$ cat src/sv/qat_pkg.sv
// qat_pkg: shared types, character codes and helpers for the quoted argument tokenizer
// used by qat_step and quoted_argument_tokenizer; depends on nothing else
`default_nettype none

package qat_pkg;

    // line length bound and the saturating position limit derived from it
    localparam int MAX_LINE_BYTES = 65536;
    localparam int POS_W          = 16;
    localparam int POS_MAX_INT    = (MAX_LINE_BYTES - 1 > 65535) ? 65535 : MAX_LINE_BYTES - 1;
    localparam logic [POS_W-1:0] POS_LIMIT = POS_MAX_INT[POS_W-1:0];

    // character codes
    localparam logic [7:0] CH_BACKSLASH = 8'h5C;
    localparam logic [7:0] CH_DQUOTE    = 8'h22;
    localparam logic [7:0] CH_SQUOTE    = 8'h27;
    localparam logic [7:0] CH_SPACE     = 8'h20;
    localparam logic [7:0] CH_LF        = 8'h0A;
    localparam logic [7:0] CH_CR        = 8'h0D;
    localparam logic [7:0] CH_TAB       = 8'h09;
    localparam logic [7:0] CH_VT        = 8'h0B;
    localparam logic [7:0] CH_FF        = 8'h0C;

    // tokenizer state carried from word to word
    typedef struct packed {
        logic             dbl_open;
        logic             sgl_open;
        logic             esc_pending;
        logic             tok_nonempty;
        logic             begin_known;
        logic [POS_W-1:0] begin_pos;
        logic [POS_W-1:0] line_pos;
    } state_t;

    // one result word
    typedef struct packed {
        logic             char_valid;
        logic [7:0]       char_out;
        logic             token_end;
        logic [POS_W-1:0] token_offset;
        logic             line_done;
        logic             line_ok;
    } result_t;

    // whitespace test
    function automatic logic is_blank(input logic [7:0] c);
        return (c == CH_SPACE) || (c == CH_LF) || (c == CH_CR) ||
               (c == CH_TAB) || (c == CH_VT) || (c == CH_FF);
    endfunction

endpackage

`default_nettype wire

$ cat src/sv/quoted_argument_tokenizer.sv
// quoted_argument_tokenizer: top level, input register, tokenizer state and result register
// depends on qat_pkg and qat_step
//
// Usage: a command line enters one byte per word on the input channel
// (in_valid / in_ready, byte_in, last_of_line set on the final byte).
// Every input word gives exactly one result word on the output channel
// (out_valid / out_ready): the literal character if it belongs to an argument,
// token_end with token_offset when an argument is complete, and line_done with
// line_ok on the last byte of a line.
// A word accepted on the input passes the input register, then the result register,
// before it is presented on the output. Throughput: one word per cycle while the
// receiver does not stall; the per-byte decision is a few flag bits and one 16-bit
// position increment between the two registers.
// When the receiver stalls, the result register holds and the input register
// still takes one more word; in_ready drops once both are full.
// Reset (rst_n low, asynchronous) empties both registers and returns the
// quote, escape and position state to the start of a line; the same state is
// restored after each last byte of a line.
`default_nettype none

module quoted_argument_tokenizer (
    input  wire logic        clk,
    input  wire logic        rst_n,
    input  wire logic        in_valid,
    output logic             in_ready,
    input  wire logic [7:0]  byte_in,
    input  wire logic        last_of_line,
    output logic             out_valid,
    input  wire logic        out_ready,
    output logic             char_valid,
    output logic [7:0]       char_out,
    output logic             token_end,
    output logic [15:0]      token_offset,
    output logic             line_done,
    output logic             line_ok
);

    logic             in_valid_reg;
    logic [7:0]       byte_reg;
    logic             last_reg;
    logic             out_valid_reg;
    logic             advance;
    qat_pkg::state_t  state_reg;
    qat_pkg::state_t  state_next;
    qat_pkg::result_t result_reg;
    qat_pkg::result_t result_next;

    // handshake: move a word forward when the result register is free or drains
    assign advance  = in_valid_reg && (!out_valid_reg || out_ready);
    assign in_ready = !in_valid_reg || advance;

    // per-byte decision
    qat_step u_step (
        .byte_val  (byte_reg),
        .last      (last_reg),
        .state_cur (state_reg),
        .state_nxt (state_next),
        .result    (result_next)
    );

    // input register
    always_ff @(posedge clk or negedge rst_n)
    begin
        if (!rst_n)
            in_valid_reg <= 1'b0;
        else if (in_ready)
            in_valid_reg <= in_valid;
    end

    always_ff @(posedge clk)
    begin
        if (in_valid && in_ready)
        begin
            byte_reg <= byte_in;
            last_reg <= last_of_line;
        end
    end

    // tokenizer state and result valid
    always_ff @(posedge clk or negedge rst_n)
    begin
        if (!rst_n)
        begin
            state_reg     <= '0;
            out_valid_reg <= 1'b0;
        end
        else
        begin
            if (advance)
                state_reg <= state_next;
            if (advance)
                out_valid_reg <= 1'b1;
            else if (out_ready)
                out_valid_reg <= 1'b0;
        end
    end

    // result register
    always_ff @(posedge clk)
    begin
        if (advance)
            result_reg <= result_next;
    end

    // output ports
    assign out_valid    = out_valid_reg;
    assign char_valid   = result_reg.char_valid;
    assign char_out     = result_reg.char_out;
    assign token_end    = result_reg.token_end;
    assign token_offset = result_reg.token_offset;
    assign line_done    = result_reg.line_done;
    assign line_ok      = result_reg.line_ok;

endmodule

`default_nettype wire

$ cat src/sv/qat_step.sv
// qat_step: combinational per-byte decision of the tokenizer
// takes the current state and one byte, gives the next state and the result word; uses qat_pkg
`default_nettype none

module qat_step (
    input  wire logic [7:0]      byte_val,
    input  wire logic            last,
    input  wire qat_pkg::state_t state_cur,
    output qat_pkg::state_t      state_nxt,
    output qat_pkg::result_t     result
);

    logic                      blank;
    logic                      cval;
    logic                      tend;
    logic                      err;
    logic                      lok;
    logic [qat_pkg::POS_W-1:0] toff;
    qat_pkg::state_t           ns;

    assign blank = qat_pkg::is_blank(byte_val);

    // byte classification and quote / escape tracking
    always_comb
    begin
        ns   = state_cur;
        cval = 1'b0;
        tend = 1'b0;
        err  = 1'b0;
        lok  = 1'b0;
        toff = '0;

        if (state_cur.esc_pending)
        begin
            ns.esc_pending = 1'b0;
            cval           = 1'b1;
        end
        else
        begin
            // first non-blank byte since the last emitted token marks its start
            if (!state_cur.begin_known && !blank)
            begin
                ns.begin_known = 1'b1;
                ns.begin_pos   = state_cur.line_pos;
            end

            if (blank)
            begin
                if (state_cur.sgl_open || state_cur.dbl_open)
                begin
                    cval = 1'b1;
                end
                else if (state_cur.tok_nonempty)
                begin
                    tend            = 1'b1;
                    toff            = state_cur.begin_pos;
                    ns.tok_nonempty = 1'b0;
                    ns.begin_known  = 1'b0;
                end
            end
            else if (byte_val == qat_pkg::CH_BACKSLASH)
            begin
                if (last)
                    err = 1'b1;
                else
                    ns.esc_pending = 1'b1;
            end
            else if (byte_val == qat_pkg::CH_DQUOTE)
            begin
                if (state_cur.sgl_open)
                    cval = 1'b1;
                else
                    ns.dbl_open = !state_cur.dbl_open;
            end
            else if (byte_val == qat_pkg::CH_SQUOTE)
            begin
                if (state_cur.dbl_open)
                    cval = 1'b1;
                else
                    ns.sgl_open = !state_cur.sgl_open;
            end
            else
            begin
                cval = 1'b1;
            end
        end

        if (cval)
            ns.tok_nonempty = 1'b1;

        // end of line closes the pending token unless a backslash dangles; returns to reset state
        if (last)
        begin
            if (!err)
            begin
                if (ns.tok_nonempty)
                begin
                    tend = 1'b1;
                    toff = ns.begin_pos;
                end
                lok = !ns.dbl_open && !ns.sgl_open;
            end
            ns = '0;
        end
        else if (state_cur.line_pos < qat_pkg::POS_LIMIT)
        begin
            ns.line_pos = state_cur.line_pos + 1'b1;
        end

        state_nxt = ns;
    end

    // result word with unused fields zeroed
    always_comb
    begin
        result.char_valid   = cval;
        result.char_out     = cval ? byte_val : 8'h00;
        result.token_end    = tend;
        result.token_offset = tend ? toff : '0;
        result.line_done    = last;
        result.line_ok      = last && lok;
    end

endmodule

`default_nettype wire

$ cat config.mk
export PLATFORM = sky130hd
export DESIGN_NAME = quoted_argument_tokenizer
export DESIGN_NICKNAME = d
export VERILOG_FILES = /design/src/sv/qat_pkg.sv /design/src/sv/quoted_argument_tokenizer.sv /design/src/sv/qat_step.sv
export SDC_FILE = /design/constraint.sdc
export NUM_CORES = 1
export LEC_CHECK = 0
export BUFFER_PORTS_ARGS = -buffer_cell sky130_fd_sc_hd__buf_4
export CAP_MARGIN = 20
export CORE_AREA = 2 2 88 90
export CTS_CLUSTER_SIZE = 16
export DETAILED_ROUTE_END_ITERATION = 12
export DIE_AREA = 0 0 90 92
export MAX_ROUTING_LAYER = met4
export PLACE_DENSITY = 0.82
export SLEW_MARGIN = 20
export SYNTH_ARGS = -nofsm -noshare
export SYNTH_HDL_FRONTEND = slang
export SYNTH_SLANG_ARGS = --single-unit
$ cat constraint.sdc
create_clock -name clk -period 2.25 [get_ports clk]
set_input_delay 0.45 -clock clk [delete_from_list [all_inputs] [get_ports clk]]
set_output_delay 0.45 -clock clk [all_outputs]
set_load 0.02 [all_outputs]
== Yosys cells after proc, flatten, opt, wreduce, memory -nomap -nowiden ==
Index checks and enable logic that the tools add are counted.

* Bitwise gates (word level): 0
* Magnitude comparators: 1
* Multipliers: 0
* Shifts and indexed selects: 0
* Reduce and logical (&&, ||, !) cells: 25
* Div/mod/pow operators: 0
* Equal/unequal tests: 10
* $add $sub $neg: 1
* Multiplexer cells: 50

{| class="wikitable"
|+ Operators with widths
! cell !! number
|-
| $mux 16 || 9
|-
| $eq 8x4->1 const B || 5
|-
| $mux 1 || 33
|-
| $eq 8x6->1 const B || 3
|-
| $mux 21 || 1
|-
| $mux 18 || 1
|-
| $mux 17 || 1
|-
| $add 16x1->16 const B || 1
|-
| $lt 16x16->1 const B || 1
|-
| $eq 8x7->1 const B || 1
|-
| $logic_not 1->1 || 8
|-
| $logic_or 1x1->1 || 8
|-
| $mux 2 || 4
|-
| $logic_and 1x1->1 || 5
|-
| $reduce_and 2->1 || 2
|-
| $reduce_bool 2->1 || 2
|-
| $mux 3 || 1
|-
| $ne 2x2->1 const B || 1
|}

* Memory bits (read-only): 0
* RAM bits: 0
* Memories kept: 0
* Output and inout bits: 30
* Bits of input ports: 13
* Latch bits: 0
* Word-level logic and storage cells: 104
* Flip-flop bits (word level): 76

== Longest topological paths before layout ==
* Depth after elaboration: 17
* Gate-level depth with buffers: 8
* Gate-level depth less buffers: 7

== Hierarchy ==
A second synthesis with hierarchy kept.

* Cells, all modules: 312
* Area total of the unflattened synthesis: 3913.8 µm²

{| class="wikitable"
|+ By module, submodules not included
! module !! area an instance (µm²) !! cells an instance !! times used
|-
| quoted_argument_tokenizer || 2663.8 || 124 || 1
|-
| qat_step || 1249.9 || 188 || 1
|}

== Least setup slack after synthesis ==
Ideal clock, no wire load.

* Path type: reg2reg
* From: register out_valid_reg (netlist: out_valid)
* To: register state_reg[35] (netlist name)
* Data required time: 2129 ps
* Setup slack: -87 ps
* Data arrival time: 2216 ps
* Cell stages (with the launch flop): 7
* Path through: dfrtp_1 > nand2b_1 > nand2_1 > inv_1 > clkbuf_1 > o21ai_0 > a22o_1

* Cells in the longest elaborated chain, start to end: 3

{| class="wikitable"
|+ RTL lines
! element !! RTL line !! source
|-
| start, declared || quoted_argument_tokenizer.sv:41 || <nowiki>logic out_valid_reg;</nowiki>
|-
| start signal, assigned || quoted_argument_tokenizer.sv:85 || <nowiki>out_valid_reg <= 1'b0;</nowiki>
|-
| start signal, assigned || quoted_argument_tokenizer.sv:92 || <nowiki>out_valid_reg <= 1'b1;</nowiki>
|-
| start signal, assigned || quoted_argument_tokenizer.sv:94 || <nowiki>out_valid_reg <= 1'b0;</nowiki>
|-
| $logic_not 1->1 || quoted_argument_tokenizer.sv:49 || <nowiki>assign advance = in_valid_reg && (!out_valid_reg || out_ready);</nowiki>
|-
| $logic_or 1x1->1 || quoted_argument_tokenizer.sv:49 ||
|-
| $logic_and 1x1->1 || quoted_argument_tokenizer.sv:49 ||
|-
| via advance || quoted_argument_tokenizer.sv:42 || <nowiki>logic advance;</nowiki>
|-
| end signal, assigned || quoted_argument_tokenizer.sv:90 || <nowiki>state_reg <= state_next;</nowiki>
|-
| end, declared || quoted_argument_tokenizer.sv:43 || <nowiki>qat_pkg::state_t state_reg;</nowiki>
|}

The timed path passes the listed nets, and every way through them passes these cells.
A chain may end at the register's enable or synchronous reset.

== Final worst setup path ==
* From: register byte_reg[0]
* To: register result_reg (netlist bit token_offset[9]) (data pin)

* Cells in the longest elaborated chain, start to end: 13
* Elaborated cells between the ends (all ways): 38
* Classes of those cells: eq/ne: 9; mux: 22; reduce/logical: 7

{| class="wikitable"
|+ RTL lines
! element !! RTL line !! source
|-
| start, declared || quoted_argument_tokenizer.sv:39 || <nowiki>logic [7:0] byte_reg;</nowiki>
|-
| start signal, assigned || quoted_argument_tokenizer.sv:74 || <nowiki>byte_reg <= byte_in;</nowiki>
|-
| $eq 8x6->1 / $eq 8x4->1 (equally long branches) || qat_pkg.sv:47 || <nowiki>return (c == CH_SPACE) || (c == CH_LF) || (c == CH_CR) ||</nowiki>
|-
| $logic_or 1x1->1 (3 in series) || qat_pkg.sv:47 ||
|-
| $logic_or 1x1->1 (2 in series) || qat_pkg.sv:48 || <nowiki>(c == CH_TAB) || (c == CH_VT) || (c == CH_FF);</nowiki>
|-
| $logic_not 1->1 || qat_step.sv:41 || <nowiki>if (!state_cur.begin_known && !blank)</nowiki>
|-
| $logic_and 1x1->1 || qat_step.sv:41 ||
|-
| $mux 17 || qat_step.sv:41 ||
|-
| $mux 18 || qat_step.sv:33 || <nowiki>if (state_cur.esc_pending)</nowiki>
|-
| $mux 16 || qat_step.sv:96 || <nowiki>if (ns.tok_nonempty)</nowiki>
|-
| $mux 16 || qat_step.sv:94 || <nowiki>if (!err)</nowiki>
|-
| $mux 16 || qat_step.sv:92 || <nowiki>if (last)</nowiki>
|-
| end signal, assigned || quoted_argument_tokenizer.sv:102 || <nowiki>result_reg <= result_next;</nowiki>
|-
| end, declared || quoted_argument_tokenizer.sv:45 || <nowiki>qat_pkg::result_t result_reg;</nowiki>
|}

Several ways; a longest one is shown, not always the timed one. The select of a mux whose other input is x is not followed.

==> results.sh <==
export IMPL_hold_violations=0
export IMPL_grt_pass1_wl_mm=13.2
export IMPL_finalNetCount=398
export IMPL_p_seq_share_pct=50.2
export IMPL_crit_path_max_fanout=10
export IMPL_insertion_delay_ns=0.36
export IMPL_dieWidth_um=90
export IMPL_routedWlPerCell_um=16.3
export IMPL_vias=2878
export IMPL_drtIter0Drc=341
export IMPL_dieArea_um2=8280
export IMPL_clockBufferDepth=2
export IMPL_pwr_share_clk_pct=31.4
export IMPL_cts_root_buf="clkbuf_8"
export IMPL_cts_tree="yes"
export IMPL_layout_drive_gt1_share_pct=26.0
export IMPL_arrival_ns=2.32
export IMPL_rows=32
export IMPL_post_route_min_period_ns=2.14
export IMPL_clk_pin_slew_ns=0.09
export IMPL_netlist_area_um2=3700
export IMPL_largest_reg_flops=37
export IMPL_final_area_um2=4420
export IMPL_rsz0062_at_grt="false"
export IMPL_switching_power_mw=1.03
export IMPL_switching_share_pct=30.2
export IMPL_hold_class="input pin to async pin"
export IMPL_ioPinCount=43
export IMPL_syn_nets=344
export IMPL_ys_ff_latch=76
export IMPL_cp_end_kind="flop"
export IMPL_drc=0
export IMPL_gp_congestion=0.871
export IMPL_cap_viol_max_count=0
export IMPL_crit_type="flop to flop"
export IMPL_comb_power_share_pct=18.4
export IMPL_worstMarginPinSlew_ns=0.514
export IMPL_placedCellCount=472
export IMPL_diodes=0
export IMPL_htreeDepth=3
export IMPL_grt_overflow=0
export IMPL_slew_headroom_pct=65.4
export IMPL_max_freq_ghz=0.467
export IMPL_nFillCells=624
export IMPL_finalWirelength_mm=8.00
export IMPL_postRouteAntennaNets=0
export IMPL_ys_warn_count=0
export IMPL_clock_sinks=76
export IMPL_grt_max_degree=40
export IMPL_cp_cell_sequence="o31ai_2 > o2bb2ai_2 > a211oi_2 > buf_4 > nand2_2 > o221ai_1"
export IMPL_postSynthCellCount=329
export IMPL_syn2layout_area_growth_pct=19.6
export IMPL_cp_start_kind="flop"
export IMPL_postPlaceCellArea_um2=4180
export IMPL_cp_top_family="compound AO/OA/AOI/OAI gates"
export IMPL_fin_crit_sh_pct=95.1
export IMPL_hpwl_mm=5.58
export IMPL_die_h_um=92
export IMPL_syn_area_per_cell_um2=11.2
export IMPL_first_pass_iters=5
export IMPL_cp_slowest_cell="edfxtp_1"
export IMPL_port_buffers=42
export IMPL_p_leak_nw=1.73
export IMPL_grt_pass1_vias=2699
export IMPL_path_buf_inv=1
export IMPL_via_per_inst=5.87
export IMPL_antenna_found_initial=0
export IMPL_clock_skew_ns=0.0163
export IMPL_synth_seq_area_share_pct=56.4
export IMPL_core_um2=7450
export IMPL_cts_made_buffers=9
export IMPL_slew_violations=0
export IMPL_synth_ff_type="dfrtp_1"
export IMPL_initial_core_util_pct=49.6
export IMPL_power_density_nw_per_um2=772
export IMPL_final_setup_tns_ns=0
export IMPL_power_internal_mw=2.38
export IMPL_status="finished, final reports clean"
export IMPL_slowest_delay_ns=0.49
export IMPL_grt_use_total_pct=20.8
export IMPL_vdd_drop_max_uv=376
export IMPL_setup_viol=0
export IMPL_synth_cell_types=56
export IMPL_final_cells=490
export IMPL_critPathRequiredTime_ns=2.43
export IMPL_synth_edf_count=37
export IMPL_synthArstFlopShare_pct=51.3
## cell usage in the layout, fill, tap and decap left out, drive strengths merged, types with 6 or more instances in the layout
cell and count:
edfxtp 37, nor4 6, xnor2 8, nand2 31
inv 33, o22ai 6, a21oi 9, nor2 16
nor2b 10, a22o 17, clkbuf 9, nor3 9
dfrtp 39, nand3 15, buf 59, o221ai 8
o21ai 7, o211ai 11
## synthesized netlist by cell type, types with 4 or more instances
master     n  share of area, %
a21oi_1    7              0.95
a22o_1     6               1.4
a22o_2    11               3.0
clkbuf_1   8              0.81
dfrtp_1   39                26
edfxtp_1  37                30
inv_1     29               2.9
nand2_1   30               3.0
nand2b_1   4              0.68
nand3_1   15               2.0
nand4_1    5              0.85
nor2_1    16               1.6
nor2b_1   10               1.7
nor3_1     6              0.81
nor4_1     6               1.0
o211ai_1  11               2.2
o21ai_0    5              0.68
o221ai_1   8               1.9
o22ai_1    6               1.0
or3_1      5              0.85
xnor2_1    8               1.9
## metal layers
layer  part of all wire (%)  track usage (%)
met5                      0                -
met4                    2.2             8.59
met3                    6.6             4.85
met2                     47             30.5
met1                     44             28.1
## final timing paths
check | start | endpoint | slack [ns] | depth (start not counted)
max | byte_reg[0] | token_offset[9] | 0.11 | 6
min in group clk | byte_in[5] | byte_reg[5] | 0.27 | 1
min | rst_n | state_reg[29] | 0.05 | 1
min reg2reg | state_reg[17] | state_reg[17] | 0.54 | 1
max in group asynchronous | rst_n | state_reg[33] | 1.85 | 1
max reg2reg | byte_reg[0] | token_offset[9] | 0.11 | 6
## timing repair
item                                   4_1_cts  5_1_grt
setup endpoints to repair                    0       22
hold buffers                                 0        0
endpoints found under the hold margin        0        0
buffers inserted                             0        2
gates resized for setup                      0        2
## per-stage QoR
stage / utilization [%] / power [mW] / setup WS, ns / hold slack (ns)
3_5_place_dp: 56.1 / 2.34 / 0.0758 / 0.448
5_1_grt: 59.4 / 3.56 / 0.0183 / 0.0742
3_3_place_gp: 56.1 / 2.32 / 0.157 / 0.444
4_1_cts: 58.8 / 3.41 / 0.0564 / 0.0588
6_report: 59.4 / 3.41 / 0.111 / 0.0454
2_1_floorplan: - / 2.10 / 0.237 / 0.154
## worst reg2reg max path: stages (launching register included)
cell and delay [ns]:
edfxtp_1 0.49, o31ai_2 0.36, o2bb2ai_2 0.17, a211oi_2 0.33, buf_4 0.26, nand2_2 0.14, o221ai_1 0.23
## final cells by class
cell class                      count  area (um2)  share of cell area, %
Timing Repair Buffer               59         468                   10.6
Clock inverter                      7        81.3                   1.84
Clock buffer                        9         124                   2.80
Tap cell                          102         128                   2.89
Inverter                           29         109                   2.46
Sequential cell                    76        2090                   47.2
Multi-Input combinational cell    208        1420                   32.2
## cell families (layout without fill, tap and decap cells)
logic type / after synthesis / after routing / share of synthesized area, %
compound gates: 77 / 77 / 17.3
xor+xnor: 8 / 8 / 1.90
fa+ha+maj: 2 / 2 / 0.677
buf+inv: 45 / 104 / 5.38
flops: 76 / 76 / 56.4
mux: 3 / 3 / 0.812
simple gates: 118 / 118 / 17.5
## power by group through the flow
stage	Combinational, mW	Clock (mW)	Sequential (mW)
2_1_floorplan	0.338	0	1.77
5_1_grt	0.679	1.15	1.73
6_report	0.627	1.07	1.71
3_5_place_dp	0.610	0	1.73
3_3_place_gp	0.592	0	1.72
4_1_cts	0.612	1.09	1.71
Note: power is estimated with default switching activity, not from simulation.
